--- config.mk ---
export PLATFORM = sky130hd
export DESIGN_NAME = fragmenting_escaped_frame_tx
export DESIGN_NICKNAME = d
export VERILOG_FILES = /design/src/hw/rtl/fetx_pkg.sv /design/src/hw/rtl/fragmenting_escaped_frame_tx.sv /design/src/hw/rtl/fetx_front.sv /design/src/hw/rtl/fetx_queue.sv /design/src/hw/rtl/fetx_back.sv
export SDC_FILE = /design/constraint.sdc
export NUM_CORES = 1
export LEC_CHECK = 0
export BUFFER_PORTS_ARGS = -buffer_cell sky130_fd_sc_hd__buf_4
export CAP_MARGIN = 10
export CELL_PAD_IN_SITES_DETAIL_PLACEMENT = 2
export CELL_PAD_IN_SITES_GLOBAL_PLACEMENT = 2
export CORE_MARGIN = 4
export CORE_UTILIZATION = 42
export CTS_CLUSTER_DIAMETER = 150
export CTS_CLUSTER_SIZE = 24
export DETAILED_ROUTE_END_ITERATION = 10
export PLACE_DENSITY_LB_ADDON = 0.1
export SLEW_MARGIN = 0
export SYNTH_ARGS = -nofsm -noshare
export SYNTH_HDL_FRONTEND = slang
export SYNTH_SLANG_ARGS = --single-unit
--- constraint.sdc ---
create_clock -name clk_i -period 6 [get_ports clk_i]
set_input_delay 0.6 -clock clk_i [delete_from_list [all_inputs] [get_ports clk_i]]
set_output_delay 0.6 -clock clk_i [all_outputs]
set_load 0.05 [all_outputs]
--- src/hw/rtl/fetx_pkg.sv ---
// Shared types, constants and helpers of the fragmenting escaped frame transmitter.
package fetx_pkg;

  // Chunk size and frame limit of one message.
  localparam logic [7:0]  MTU        = 8'd72;
  localparam int          MaxFrames  = 255;
  localparam logic [15:0] MAX_LEN    = 16'(int'(MTU) * MaxFrames);

  // Frame byte constants.
  localparam logic [7:0] DELIM      = 8'h7E;
  localparam logic [7:0] ESC        = 8'h7D;
  localparam logic [7:0] XON        = 8'h11;
  localparam logic [7:0] XOFF       = 8'h13;
  localparam logic [7:0] ESC_XOR    = 8'h20;
  localparam logic [7:0] FRAME_TYPE = 8'h10;
  localparam logic [7:0] LEN_HI     = 8'h00;
  localparam logic [7:0] HDR_EXTRA  = 8'd15;
  localparam logic [7:0] FRAG_BASE  = 8'h30;
  localparam logic [7:0] BANG       = 8'h21;
  localparam logic [7:0] SUM_BASE   = 8'hFF;

  // Configuration register indexes.
  localparam logic [2:0] REG_ADDR64   = 3'd0;
  localparam logic [2:0] REG_ADDR16   = 3'd1;
  localparam logic [2:0] REG_FRAME_ID = 3'd2;
  localparam logic [2:0] REG_OPTIONS  = 3'd3;
  localparam logic [2:0] REG_RADIUS   = 3'd4;

  // Byte positions within one frame.
  localparam logic [4:0] POS_DELIM     = 5'd0;
  localparam logic [4:0] POS_LEN_HI    = 5'd1;
  localparam logic [4:0] POS_LEN_LO    = 5'd2;
  localparam logic [4:0] POS_TYPE      = 5'd3;
  localparam logic [4:0] POS_ID        = 5'd4;
  localparam logic [4:0] POS_A64_FIRST = 5'd5;
  localparam logic [4:0] POS_A64_LAST  = 5'd12;
  localparam logic [4:0] POS_A16_HI    = 5'd13;
  localparam logic [4:0] POS_A16_LO    = 5'd14;
  localparam logic [4:0] POS_OPT       = 5'd15;
  localparam logic [4:0] POS_RAD       = 5'd16;
  localparam logic [4:0] POS_FRAG      = 5'd17;
  localparam logic [4:0] POS_DATA      = 5'd18;
  localparam logic [4:0] POS_BANG      = 5'd19;
  localparam logic [4:0] POS_CSUM      = 5'd20;

  // What follows the data byte of a command.
  typedef enum logic [1:0] {
    END_NONE,
    END_CHECK,
    END_FINAL
  } end_e;

  // One classified message byte, handed from front to back.
  typedef struct packed {
    logic       refused;
    logic       hdr;
    end_e       end_kind;
    logic [7:0] len_byte;
    logic [7:0] frag;
    logic [7:0] data;
  } cmd_t;

  // Header fields taken from the configuration registers.
  typedef struct packed {
    logic [63:0] addr64;
    logic [15:0] addr16;
    logic [7:0]  frame_id;
    logic [7:0]  options;
    logic [7:0]  radius;
  } hdr_cfg_t;

  // One result item.
  typedef struct packed {
    logic [7:0] out_byte;
    logic       frame_end;
    logic       message_end;
    logic       status;
    logic       run_last;
  } res_t;

  function automatic logic needs_esc(input logic [7:0] b);
    needs_esc = (b == ESC) || (b == DELIM) || (b == XON) || (b == XOFF);
  endfunction

endpackage

--- src/hw/rtl/fragmenting_escaped_frame_tx.sv ---
// Fragmenting escaped transmit-request framer: top level with configuration registers.
// With the queue empty, an accepted item passes the queue and then the output register
//   before its first result can be taken.
// Throughput: one result per cycle from the back end while out_stall_i is low; an item
//   yields one result (plain data byte) up to a full escaped frame (header, data, '!', checksum).
// A four-entry queue lets the front take items while the back emits frame bytes.
// Reset clears message state, queue and output valid; registers return to their reset values.
module fragmenting_escaped_frame_tx (
  input  logic        clk_i,
  input  logic        rst_ni,
  input  logic        in_valid_i,
  output logic        in_stall_o,
  input  logic [7:0]  data_byte_i,
  input  logic [15:0] message_length_i,
  output logic        out_valid_o,
  input  logic        out_stall_i,
  output logic [7:0]  out_byte_o,
  output logic        frame_end_o,
  output logic        message_end_o,
  output logic        status_o,
  output logic        run_last_o,
  input  logic        cfg_we_i,
  input  logic [2:0]  cfg_idx_i,
  input  logic [63:0] cfg_data_i
);

  fetx_pkg::hdr_cfg_t cfg_q, cfg_d;
  fetx_pkg::cmd_t     push_cmd;
  fetx_pkg::cmd_t     head_cmd;
  fetx_pkg::res_t     res;
  logic               push;
  logic               pop;
  logic               q_full;
  logic               q_empty;

  // Register writes: an index beyond the list is ignored.
  always_comb begin
    cfg_d = cfg_q;
    if (cfg_we_i) begin
      case (cfg_idx_i)
        fetx_pkg::REG_ADDR64:   cfg_d.addr64   = cfg_data_i;
        fetx_pkg::REG_ADDR16:   cfg_d.addr16   = cfg_data_i[15:0];
        fetx_pkg::REG_FRAME_ID: cfg_d.frame_id = cfg_data_i[7:0];
        fetx_pkg::REG_OPTIONS:  cfg_d.options  = cfg_data_i[7:0];
        fetx_pkg::REG_RADIUS:   cfg_d.radius   = cfg_data_i[7:0];
        default:                cfg_d          = cfg_q;
      endcase
    end
  end

  always_ff @(posedge clk_i or negedge rst_ni) begin
    if (!rst_ni) begin
      cfg_q.addr64   <= 64'd0;
      cfg_q.addr16   <= 16'hFFFE;
      cfg_q.frame_id <= 8'h01;
      cfg_q.options  <= 8'h00;
      cfg_q.radius   <= 8'h00;
    end else begin
      cfg_q <= cfg_d;
    end
  end

  // Front: classify each message byte and push one command, unless it opens a zero-length message.
  fetx_front u_front (
    .clk_i            (clk_i),
    .rst_ni           (rst_ni),
    .in_valid_i       (in_valid_i),
    .in_stall_o       (in_stall_o),
    .data_byte_i      (data_byte_i),
    .message_length_i (message_length_i),
    .q_full_i         (q_full),
    .push_o           (push),
    .cmd_o            (push_cmd)
  );

  // Queue: decouple the byte-per-item front from the multi-byte back.
  fetx_queue u_queue (
    .clk_i       (clk_i),
    .rst_ni      (rst_ni),
    .push_i      (push),
    .push_data_i (push_cmd),
    .full_o      (q_full),
    .pop_i       (pop),
    .empty_o     (q_empty),
    .head_o      (head_cmd)
  );

  // Back: expand each command into escaped frame bytes, or one status result if it is refused.
  fetx_back u_back (
    .clk_i       (clk_i),
    .rst_ni      (rst_ni),
    .q_empty_i   (q_empty),
    .head_i      (head_cmd),
    .pop_o       (pop),
    .cfg_i       (cfg_q),
    .out_valid_o (out_valid_o),
    .out_stall_i (out_stall_i),
    .res_o       (res)
  );

  assign out_byte_o    = res.out_byte;
  assign frame_end_o   = res.frame_end;
  assign message_end_o = res.message_end;
  assign status_o      = res.status;
  assign run_last_o    = res.run_last;

endmodule

--- src/hw/rtl/fetx_front.sv ---
// Front end: accepts message bytes, tracks message and chunk position, classifies each byte.
module fetx_front (
  input  logic               clk_i,
  input  logic               rst_ni,
  input  logic               in_valid_i,
  output logic               in_stall_o,
  input  logic [7:0]         data_byte_i,
  input  logic [15:0]        message_length_i,
  input  logic               q_full_i,
  output logic               push_o,
  output fetx_pkg::cmd_t     cmd_o
);

  logic [15:0] bytes_left_q, bytes_left_d;
  logic [7:0]  chunk_idx_q, chunk_idx_d;
  logic [7:0]  chunk_pos_q, chunk_pos_d;
  logic        refusing_q, refusing_d;

  logic        accept;
  logic        is_new;
  logic [15:0] bl;
  logic [15:0] bl_m1;
  logic [7:0]  cp;
  logic [7:0]  ci;
  logic [7:0]  cp_n;
  logic        refuse;
  logic        fin;
  logic [7:0]  chunk;
  fetx_pkg::end_e end_kind;

  assign in_stall_o = q_full_i;
  assign accept     = in_valid_i && !q_full_i;

  always_comb begin
    is_new = (bytes_left_q == 16'd0);
    bl     = is_new ? message_length_i : bytes_left_q;
    cp     = is_new ? 8'd0 : chunk_pos_q;
    ci     = is_new ? 8'd0 : chunk_idx_q;
    refuse = is_new ? (message_length_i > fetx_pkg::MAX_LEN) : refusing_q;
    bl_m1  = bl - 16'd1;
    cp_n   = cp + 8'd1;
    fin    = (bl <= {8'd0, fetx_pkg::MTU});
    chunk  = (bl < {8'd0, fetx_pkg::MTU}) ? bl[7:0] : fetx_pkg::MTU;

    if (bl_m1 == 16'd0) begin
      end_kind = fetx_pkg::END_FINAL;
    end else if (cp_n >= fetx_pkg::MTU) begin
      end_kind = fetx_pkg::END_CHECK;
    end else begin
      end_kind = fetx_pkg::END_NONE;
    end

    cmd_o.refused  = refuse;
    cmd_o.hdr      = (cp == 8'd0);
    cmd_o.end_kind = end_kind;
    cmd_o.len_byte = chunk + fetx_pkg::HDR_EXTRA + {7'd0, fin};
    cmd_o.frag     = ci + fetx_pkg::FRAG_BASE;
    cmd_o.data     = data_byte_i;

    // Drop a first byte that carries zero length: no message opens.
    push_o = accept && !(is_new && (message_length_i == 16'd0));

    bytes_left_d = bytes_left_q;
    chunk_idx_d  = chunk_idx_q;
    chunk_pos_d  = chunk_pos_q;
    refusing_d   = refusing_q;
    if (push_o) begin
      bytes_left_d = bl_m1;
      if (refuse) begin
        refusing_d  = (bl_m1 != 16'd0);
        chunk_idx_d = 8'd0;
        chunk_pos_d = 8'd0;
      end else begin
        refusing_d = 1'b0;
        case (end_kind)
          fetx_pkg::END_FINAL: begin
            chunk_idx_d = 8'd0;
            chunk_pos_d = 8'd0;
          end
          fetx_pkg::END_CHECK: begin
            chunk_idx_d = ci + 8'd1;
            chunk_pos_d = 8'd0;
          end
          default: begin
            chunk_idx_d = ci;
            chunk_pos_d = cp_n;
          end
        endcase
      end
    end
  end

  always_ff @(posedge clk_i or negedge rst_ni) begin
    if (!rst_ni) begin
      bytes_left_q <= '0;
      chunk_idx_q  <= '0;
      chunk_pos_q  <= '0;
      refusing_q   <= 1'b0;
    end else begin
      bytes_left_q <= bytes_left_d;
      chunk_idx_q  <= chunk_idx_d;
      chunk_pos_q  <= chunk_pos_d;
      refusing_q   <= refusing_d;
    end
  end

endmodule

--- src/hw/rtl/fetx_queue.sv ---
// Four-entry command queue between front and back.
module fetx_queue (
  input  logic           clk_i,
  input  logic           rst_ni,
  input  logic           push_i,
  input  fetx_pkg::cmd_t push_data_i,
  output logic           full_o,
  input  logic           pop_i,
  output logic           empty_o,
  output fetx_pkg::cmd_t head_o
);

  fetx_pkg::cmd_t mem_q [4];
  logic [1:0] wr_ptr_q, wr_ptr_d;
  logic [1:0] rd_ptr_q, rd_ptr_d;
  logic [2:0] count_q, count_d;

  assign full_o  = (count_q == 3'd4);
  assign empty_o = (count_q == 3'd0);
  assign head_o  = mem_q[rd_ptr_q];

  always_comb begin
    wr_ptr_d = wr_ptr_q + {1'b0, push_i};
    rd_ptr_d = rd_ptr_q + {1'b0, pop_i};
    count_d  = count_q + {2'd0, push_i} - {2'd0, pop_i};
  end

  always_ff @(posedge clk_i) begin
    if (push_i) begin
      mem_q[wr_ptr_q] <= push_data_i;
    end
  end

  always_ff @(posedge clk_i or negedge rst_ni) begin
    if (!rst_ni) begin
      wr_ptr_q <= '0;
      rd_ptr_q <= '0;
      count_q  <= '0;
    end else begin
      wr_ptr_q <= wr_ptr_d;
      rd_ptr_q <= rd_ptr_d;
      count_q  <= count_d;
    end
  end

endmodule

--- src/hw/rtl/fetx_back.sv ---
// Back end: walks the frame bytes of each command, escapes them and keeps the checksum.
module fetx_back (
  input  logic               clk_i,
  input  logic               rst_ni,
  input  logic               q_empty_i,
  input  fetx_pkg::cmd_t     head_i,
  output logic               pop_o,
  input  fetx_pkg::hdr_cfg_t cfg_i,
  output logic               out_valid_o,
  input  logic               out_stall_i,
  output fetx_pkg::res_t     res_o
);

  logic [4:0] pos_q, pos_d;
  logic       active_q, active_d;
  logic       esc_q, esc_d;
  logic [7:0] sum_q, sum_d;
  logic       out_valid_q, out_valid_d;
  fetx_pkg::res_t res_q, res_d;

  logic [4:0] cur_pos;
  logic [4:0] next_pos;
  logic [2:0] a64_sel;
  logic [7:0] raw;
  logic       esc_needed;
  logic       final_piece;
  logic       cmd_done;
  logic       emit;

  always_comb begin
    cur_pos = active_q ? pos_q
            : (head_i.hdr ? fetx_pkg::POS_DELIM : fetx_pkg::POS_DATA);
    a64_sel = 3'(fetx_pkg::POS_A64_LAST - cur_pos);

    if (cur_pos inside {[fetx_pkg::POS_A64_FIRST:fetx_pkg::POS_A64_LAST]}) begin
      raw = cfg_i.addr64[{a64_sel, 3'b000} +: 8];
    end else begin
      case (cur_pos)
        fetx_pkg::POS_DELIM:  raw = fetx_pkg::DELIM;
        fetx_pkg::POS_LEN_HI: raw = fetx_pkg::LEN_HI;
        fetx_pkg::POS_LEN_LO: raw = head_i.len_byte;
        fetx_pkg::POS_TYPE:   raw = fetx_pkg::FRAME_TYPE;
        fetx_pkg::POS_ID:     raw = cfg_i.frame_id;
        fetx_pkg::POS_A16_HI: raw = cfg_i.addr16[15:8];
        fetx_pkg::POS_A16_LO: raw = cfg_i.addr16[7:0];
        fetx_pkg::POS_OPT:    raw = cfg_i.options;
        fetx_pkg::POS_RAD:    raw = cfg_i.radius;
        fetx_pkg::POS_FRAG:   raw = head_i.frag;
        fetx_pkg::POS_DATA:   raw = head_i.data;
        fetx_pkg::POS_BANG:   raw = fetx_pkg::BANG;
        fetx_pkg::POS_CSUM:   raw = fetx_pkg::SUM_BASE - sum_q;
        default:              raw = '0;
      endcase
    end

    esc_needed  = !head_i.refused && (cur_pos != fetx_pkg::POS_DELIM)
                  && fetx_pkg::needs_esc(raw);
    final_piece = !esc_needed || esc_q;

    // Pick the position after this byte; data routes by the command's end kind.
    if (cur_pos == fetx_pkg::POS_DATA) begin
      case (head_i.end_kind)
        fetx_pkg::END_FINAL: next_pos = fetx_pkg::POS_BANG;
        fetx_pkg::END_CHECK: next_pos = fetx_pkg::POS_CSUM;
        default:             next_pos = fetx_pkg::POS_DATA;
      endcase
    end else begin
      next_pos = cur_pos + 5'd1;
    end

    cmd_done = head_i.refused
               || (final_piece
                   && (((cur_pos == fetx_pkg::POS_DATA)
                        && (head_i.end_kind == fetx_pkg::END_NONE))
                       || (cur_pos == fetx_pkg::POS_CSUM)));

    emit  = !q_empty_i && (!out_valid_q || !out_stall_i);
    pop_o = emit && cmd_done;

    res_d.status      = head_i.refused;
    res_d.run_last    = cmd_done;
    res_d.frame_end   = !head_i.refused && final_piece && (cur_pos == fetx_pkg::POS_CSUM);
    res_d.message_end = res_d.frame_end && (head_i.end_kind == fetx_pkg::END_FINAL);
    if (head_i.refused) begin
      res_d.out_byte = '0;
    end else if (esc_needed && !esc_q) begin
      res_d.out_byte = fetx_pkg::ESC;
    end else if (esc_needed) begin
      res_d.out_byte = raw ^ fetx_pkg::ESC_XOR;
    end else begin
      res_d.out_byte = raw;
    end

    pos_d       = pos_q;
    active_d    = active_q;
    esc_d       = esc_q;
    sum_d       = sum_q;
    out_valid_d = out_stall_i ? out_valid_q : 1'b0;
    if (emit) begin
      out_valid_d = 1'b1;
      if (cmd_done) begin
        active_d = 1'b0;
        esc_d    = 1'b0;
      end else if (final_piece) begin
        active_d = 1'b1;
        esc_d    = 1'b0;
        pos_d    = next_pos;
      end else begin
        active_d = 1'b1;
        esc_d    = 1'b1;
        pos_d    = cur_pos;
      end
      if (!head_i.refused) begin
        if (cur_pos == fetx_pkg::POS_DELIM) begin
          sum_d = '0;
        end else if (final_piece && (cur_pos >= fetx_pkg::POS_TYPE)
                     && (cur_pos <= fetx_pkg::POS_BANG)) begin
          sum_d = sum_q + raw;
        end
      end
    end
  end

  always_ff @(posedge clk_i) begin
    if (emit) begin
      res_q <= res_d;
    end
  end

  always_ff @(posedge clk_i or negedge rst_ni) begin
    if (!rst_ni) begin
      pos_q       <= fetx_pkg::POS_DELIM;
      active_q    <= 1'b0;
      esc_q       <= 1'b0;
      sum_q       <= '0;
      out_valid_q <= 1'b0;
    end else begin
      pos_q       <= pos_d;
      active_q    <= active_d;
      esc_q       <= esc_d;
      sum_q       <= sum_d;
      out_valid_q <= out_valid_d;
    end
  end

  assign out_valid_o = out_valid_q;
  assign res_o       = res_q;

endmodule
# Word level (Yosys, flattened, before mapping)

Memory sizes are Yosys's and may differ from the RTL's.
Index checks and enable logic that the tools add are counted.

Register bits after elaboration: 172
RAM bits: 112
Input port bits: 96
Output and inout bits: 14
Word-level logic and storage cells: 156
Memories: 1

Add/sub/neg operators: 14
Order comparisons: 8
Equality and inequality tests: 25
Shift-type cells: 1
Multiplexer cells: 30
Bitwise gates (word level): 3
Reduce and logical (&&, ||, !) cells: 51

Memories:

| name          | words | bits a word | read ports | clocked after memory_dff | wr ports | RTL line         | RTL |
|---|---|---|---|---|---|---|---|
| u_queue.mem_q | 4     | 28          | 1          | 0                        | 1        | fetx_queue.sv:13 | `fetx_pkg::cmd_t mem_q [4];` |

Operators with widths:

| kind                                                             | number |
|---|---|
| one-hot mux 8 bit (12 select lines)                              | 1 |
| 2-to-1 mux 8 bit                                                 | 9 |
| variable part select 64 x 7 -> 8 bit                             | 1 |
| zero test 16 bit                                                 | 3 |
| == test 5 bit (second input constant)                            | 5 |
| 2-to-1 mux 5 bit                                                 | 4 |
| adder 8 x 1 -> 8 bit (second input constant)                     | 2 |
| == test 8 x 5 -> 1 bit (second input constant)                   | 2 |
| == test 8 x 7 -> 1 bit (second input constant)                   | 2 |
| > comparator 16 x 15 -> 1 bit (second input constant)            | 1 |
| less-or-equal comparator 16 x 7 -> 1 bit (second input constant) | 1 |
| logical AND 1 bit                                                | 16 |
| less-than comparator 16 x 7 -> 1 bit (second input constant)     | 1 |
| 2-to-1 mux 16 bit                                                | 1 |
| one-hot mux 8 bit (2 select lines)                               | 1 |
| nonzero test 16 bit                                              | 1 |
| subtractor 16 x 1 -> 16 bit (second input constant)              | 1 |
| == test 5 x 4 -> 1 bit (second input constant)                   | 3 |
| AND reduction 2 bit                                              | 6 |
| == test 5 x 2 -> 1 bit (second input constant)                   | 2 |
| 2-to-1 mux 1 bit                                                 | 10 |
| adder 8 x 1 -> 8 bit                                             | 1 |
| adder 8 x 4 -> 8 bit (second input constant)                     | 1 |
| adder 8 x 6 -> 8 bit (second input constant)                     | 1 |
| other kinds (34)                                                 | 56 |

# Depth between registers and ports, before layout

An unclocked memory read counts as a cell.

Depth after elaboration: 17
Depth in mapped cells: 27
Depth with buffers taken out: 25

# Cells and area by module

A second synthesis with hierarchy kept.

Cells, all modules: 1116
Area, all modules: 14765.4 um2

Modules (own cells, without submodules):

| module                       | times used | cells an instance | area each (um2) | seq. area each (um2) |
|---|---|---|---|---|
| fetx_queue                   | 1          | 171               | 4434.3          | 3538.4 |
| fragmenting_escaped_frame_tx | 1          | 224               | 4270.3          | 2622.5 |
| fetx_back                    | 1          | 351               | 3179.3          | 760.7 |
| fetx_front                   | 1          | 370               | 2881.5          | 825.8 |

# Worst setup path after synthesis

OpenSTA, ideal clock, no wires.

Path kind: flip-flop to flip-flop
From: reg u_back.active_q
To: reg u_queue.count_q[2]
Setup time: 0.123 ns
Data arrival time: 4.914 ns
Required time: 5.877 ns
Setup slack: 0.963 ns
Cell stages (with the launch flop): 25
Buffers on the path: 3
Clock period less this slack: 5.037 ns
Cells stage by stage: dfrtp_1 > buf_2 > nor2_1 > a22oi_1 > a21boi_0 > inv_1 > ha_1 > inv_1 > nor3_1 > ha_1 > clkbuf_1 > a211o_1 > o31ai_2 > a311oi_1 > nor3_2 > or4b_4 > a21bo_1 > buf_6 > a21o_1 > and2_1 > ha_1 > inv_1 > ha_1 > fa_1 > xnor2_1

Cells in the longest elaborated chain, start to end: 15
Elaborated cells on any way between the ends: 38
Those cells by class: add/sub (2); order compare (2); eq/ne (15); shift (1); mux (3); reduce/logical (15)

RTL lines:

| what                                                         | RTL line         | RTL |
|---|---|---|
| start: declaration                                           | fetx_back.sv:15  | `logic active_q, active_d;` |
| start signal: assignment                                     | fetx_back.sv:139 | `active_q <= active_d;` |
| 2-to-1 mux 5 bit *                                           | fetx_back.sv:31  | `cur_pos = active_q ? pos_q` |
| subtractor 3 bit (tied with other cells)                     | fetx_back.sv:33  | `a64_sel = 3'(fetx_pkg::POS_A64_LAST - cur_pos);` |
| variable part select 64 x 7 -> 8 bit (tied with other cells) | fetx_back.sv:36  | `raw = cfg_i.addr64[{a64_sel, 3'b000} +: 8];` |
| 2-to-1 mux 8 bit                                             | fetx_back.sv:35  | `if (cur_pos inside {[fetx_pkg::POS_A64_FIRST:fetx_pkg::POS_A64_LAST]}) begin` |
| == test 8 x 7 -> 1 bit                                       | fetx_pkg.sv:82   | `needs_esc = (b == ESC) \|\| (b == DELIM) \|\| (b == XON) \|\| (b == XOFF);` |
| logical OR 1 bit (3 in series)                               | fetx_pkg.sv:82   |  |
| logical AND 1 bit                                            | fetx_back.sv:57  | `&& fetx_pkg::needs_esc(raw);` |
| zero test 1 bit                                              | fetx_back.sv:58  | `final_piece = !esc_needed \|\| esc_q;` |
| logical OR 1 bit                                             | fetx_back.sv:58  |  |
| logical AND 1 bit *                                          | fetx_back.sv:73  | `&& (((cur_pos == fetx_pkg::POS_DATA)` |
| logical OR 1 bit *                                           | fetx_back.sv:72  | `\|\| (final_piece` |
| net u_back.cmd_done                                          | fetx_back.sv:27  | `logic cmd_done;` |
| logical AND 1 bit *                                          | fetx_back.sv:78  | `pop_o = emit && cmd_done;` |
| subtractor 3 x 1 -> 3 bit *                                  | fetx_queue.sv:25 | `count_d = count_q + {2'd0, push_i} - {2'd0, pop_i};` |
| net u_queue.count_d[2]                                       | fetx_queue.sv:16 | `logic [2:0] count_q, count_d;` |
| end signal: assignment                                       | fetx_queue.sv:42 | `count_q <= count_d;` |
| end: declaration                                             | fetx_queue.sv:16 |  |

Mark *: on every way through the listed nets, which the timed path passes. The rest lies on a longest branch.
A chain may end at the register's enable or synchronous reset.

# Worst setup path after layout

From: reg u_queue.rd_ptr_q[1]
To: reg u_queue.count_q[2]

Cells in the longest elaborated chain, start to end: 17
Elaborated cells on any way between the ends: 42
Those cells by class: add/sub (2); order compare (2); eq/ne (15); shift (1); mux (4); reduce/logical (17); memory (1)

RTL lines:

| what                                                         | RTL line         | RTL |
|---|---|---|
| start: declaration                                           | fetx_queue.sv:15 | `logic [1:0] rd_ptr_q, rd_ptr_d;` |
| start signal: assignment                                     | fetx_queue.sv:41 | `rd_ptr_q <= rd_ptr_d;` |
| memory read (4 x 28 bit) *                                   | n/a              |  |
| 2-to-1 mux 5 bit                                             | fetx_back.sv:32  | `: (head_i.hdr ? fetx_pkg::POS_DELIM : fetx_pkg::POS_DATA);` |
| 2-to-1 mux 5 bit                                             | fetx_back.sv:31  |  |
| subtractor 3 bit (tied with other cells)                     | fetx_back.sv:33  |  |
| variable part select 64 x 7 -> 8 bit (tied with other cells) | fetx_back.sv:36  |  |
| 2-to-1 mux 8 bit                                             | fetx_back.sv:35  |  |
| == test 8 x 7 -> 1 bit                                       | fetx_pkg.sv:82   |  |
| logical OR 1 bit (3 in series)                               | fetx_pkg.sv:82   |  |
| logical AND 1 bit                                            | fetx_back.sv:57  |  |
| zero test 1 bit                                              | fetx_back.sv:58  |  |
| logical OR 1 bit                                             | fetx_back.sv:58  |  |
| logical AND 1 bit                                            | fetx_back.sv:73  |  |
| logical OR 1 bit *                                           | fetx_back.sv:72  |  |
| net u_back.cmd_done                                          | fetx_back.sv:27  |  |
| logical AND 1 bit *                                          | fetx_back.sv:78  |  |
| subtractor 3 x 1 -> 3 bit *                                  | fetx_queue.sv:25 |  |
| net u_queue.count_d[2]                                       | fetx_queue.sv:16 |  |

Marks and branches as above.

==> impl_metrics.json <==
{
  "status": "finished clean",
  "tightest_slew_ns": 1.140,
  "peakVddDrop_uv": 215.1,
  "async_flop_share_pct": 56.34,
  "synth_top_area_share_pct": 26.14,
  "required_ns": 6.42,
  "final_core_util_pct": 47.98,
  "pin_count": 110,
  "routedWlPerCell_um": 26.07,
  "post-synth-top-count-cell": "dfrtp_1",
  "clkSinkCount": 284,
  "drv_slew": 0,
  "grt_pass1_vias": 11223,
  "clkTransAtPathRegs_ns": 0.10,
  "p_per_area_nw_per_um2": 544.7,
  "htreeDepth": 1,
  "worst-setup-path-type": "reg2reg",
  "die_y_um": 192.2,
  "drtAntennaViolNets": 0,
  "fin_crit_sh_pct": 94.60,
  "grt_first_pass_wirelength_mm": 68.62,
  "track_usage_pct": 24.05,
  "portBuffers": 109,
  "synth-seq-cells": 284,
  "start_kind": "flip-flop",
  "fp.dieW_um": 192.2,
  "drt_iter0_drc": 607,
  "critical-path-max-stage-delay_ns": 0.52,
  "cts_buffers": 15,
  "grt_max_degree": 71,
  "fin_skew_ns": 0.02317,
  "synth_area_leaders": "edfxtp_1 (26%), dfrtp_1 (25%), mux2_2 (8.3%)",
  "path_cells": "mux2i_1 -> a22oi_1 -> a21boi_1 -> ha_1 -> inv_1 -> xnor2_1 -> buf_4 -> mux4_2 -> mux2i_1 -> nor3_1 -> nor3_2 -> or4b_4 -> a21bo_1 -> a21o_1 -> and2_1 -> ha_1 -> inv_1 -> ha_1 -> fa_1 -> xnor2_1",
  "synth_edf_count": 124,
  "wl_mm": 44.13,
  "synthFlopType": "dfrtp_1",
  "synth.avg_cell_area_um2": 12.54,
  "vias_per_cell": 5.913,
  "cts-root-buf": "clkbuf_16",
  "yosysUniqueCellTypes": 84,
  "syn_area_um2": 14250,
  "dpl.hpwl_mm": 32.60,
  "setup_viol": 0,
  "r2r_end": "u_queue.count_q[2]",
  "core-area_um2": 33530,
  "relSlewSlack_pct": 23.87,
  "drc": 0,
  "dieArea_um2": 36930,
  "num_rows": 67,
  "r2r_cells": 20,
  "syn_inst": 1136,
  "antenna_found_initial": 1,
  "cp.arrival_ns": 6.10,
  "cts_tree": "built",
  "synthTopCellsByCount": "dfrtp_1 (144), edfxtp_1 (124), mux2_2 (105)",
  "clk_path_buf_depth": 3,
  "area_growth_pct": 12.93,
  "reg2reg_from": "u_queue.rd_ptr_q[1]",
  "cp_max_fo": 11,
  "ys_seq_area_share_pct": 54.38,
  "leakage_nw": 6.185,
  "start_util_pct": 42.49,
  "vias": 10011,
  "crit_slowest_cell": "or4b_4",
  "clk_latency_ns": 0.51,
  "crit_top_cell": "ha_1",
  "finalHoldViolations": 0,
  "fin_tns_setup_ns": 0,
  "grt-ovfl-total": 0,
  "fmax_mhz": 176.2,
  "hold_class": "in2async",
  "drive_gt1_share_pct": 27.87,
  "end_kind": "flip-flop",
  "ff2ff_setup_slack_ns": 0.32,
  "yosysTopAreaCell": "edfxtp_1",
  "n_antenna_cell": 0,
  "maxCapViolCount": 0,
  "yosys_warnings": 0,
  "finalCriticalPeriod_ns": 5.676,
  "finalWeightedCongestion": 0.9057,
  "hold_ws_ns": 0.08121,
  "final_nets": 1360,
  "firstDrtPassIters": 6,
  "rsz0062_at_grt": "false"
}
[routing by layer]
metal	part of all wire [%]	up-vias	GRT usage (%)	wire (µm)
met5	0	-	0	0
met4	2.0	0	4.690	888
met3	2.8	38	2.272	1242
met2	53	175	45.07	23570
met1	42	5292	30.31	18440
li1	-	4506	-	-
[where the power goes]
| group | internal (mW) | total [mW] | switching, mW | leakage [nW] |
|---|---|---|---|---|
| clock | 0.522 | 1.15 | 0.630 | 0.214 |
| combinational | 1.84 | 4.64 | 2.81 | 2.98 |
| sequential | 2.60 | 2.97 | 0.365 | 2.99 |
| total | 4.96 | 8.76 | 3.80 | 6.19 |
[sequential cells by signal, summed over array words and instances, names as in the netlist, 2 cells and up]
register,count
u_queue.rd_ptr_q,2
cfg_q,104
u_front.chunk_idx_q,8
u_front.bytes_left_q,16
u_back.sum_q,8
u_back.res_o,12
u_queue.mem_q,112
u_back.pos_q,5
u_queue.count_q,3
u_queue.wr_ptr_q,2
u_front.chunk_pos_q,8
[worst max path at each step]
| stage | endpoint | slack, ns | depth (start not counted) | start |
|---|---|---|---|---|
| after floorplan | u_queue.count_q[2] | 0.96 | 24 | u_back.active_q |
| after global placement | u_queue.count_q[2] | 0.54 | 20 | u_queue.rd_ptr_q[1] |
| after detailed placement | u_queue.count_q[2] | 0.26 | 20 | u_queue.rd_ptr_q[1] |
| after CTS | u_queue.count_q[2] | 0.21 | 20 | u_queue.rd_ptr_q[1] |
| after global routing | u_queue.count_q[2] | 0.07 | 22 | u_queue.rd_ptr_q[1] |
| final | u_queue.count_q[2] | 0.32 | 20 | u_queue.rd_ptr_q[1] |
[placed cells by master (no fill, tap or decap), drive strengths merged, types with 23 or more instances in the layout]
master / synthesis / final
nor3: 31 / 31
o21ai: 25 / 25
nand2: 82 / 82
clkbuf: 35 / 24
buf: 21 / 136
nand3: 27 / 27
a21oi: 50 / 50
inv: 44 / 45
edfxtp: 124 / 124
mux2: 107 / 107
nor2: 58 / 58
mux4: 43 / 43
a31oi: 23 / 23
dfrtp: 144 / 144
ha: 26 / 26
[what timing repair did]
item / in CTS / in global routing
endpoints found under the hold margin: 0 / 0
setup endpoints to repair: 0 / 2
hold buffers: 0 / 0
resized for setup: 0 / 1
buffers inserted: 0 / 0
[critical path: cells and delay by family (launching register included)]
family	cells	cell delay, ns
AOI/OAI and AO/OA	4	1.13
xor gates and xnor gates	2	0.37
adders and majority gates	4	1.25
buffers and inverters	3	0.43
DFF	1	0.43
muxes	3	0.92
and+or+nand+nor	4	1.04
[stage by stage]
stage	power [mW]	cells	setup WS [ns]	instance area, µm²
2_1_floorplan	6.058	1139	0.9635	14260
5_1_grt	9.326	1693	0.06570	16090
4_1_cts	8.846	1693	0.2093	16090
6_report	8.763	1693	0.3238	16090
3_3_place_gp	7.440	1667	0.5406	15640
3_5_place_dp	7.647	1667	0.2560	15640
[final cells by class]
class | instances | area [µm²]
Multi-Input combinational cell | 755 | 6141
Tap cell | 448 | 560.5
Clock buffer | 24 | 409.1
Timing Repair Buffer | 136 | 1025
Clock inverter | 2 | 38.79
Fill cell | 3301 | 17440
Sequential cell | 284 | 7749
Inverter | 44 | 165.2
[cell families (layout without fill, tap and decap cells)]
| logic type | after synthesis | in the layout | share of synthesized area, % |
|---|---|---|---|
| AO/OA/AOI/OAI | 230 | 230 | 11.45 |
| flip-flops | 284 | 284 | 54.38 |
| AND/OR/NAND/NOR | 308 | 308 | 11.05 |
| other | 1 | 4 | 0.02632 |
| multiplexers | 163 | 163 | 16.30 |
| adder cells (fa/ha/maj) | 28 | 28 | 2.565 |
| buffers and inverters | 100 | 206 | 2.872 |
| XOR/XNOR | 22 | 22 | 1.353 |
No activity file was read; power rests on OpenSTA's default activity.
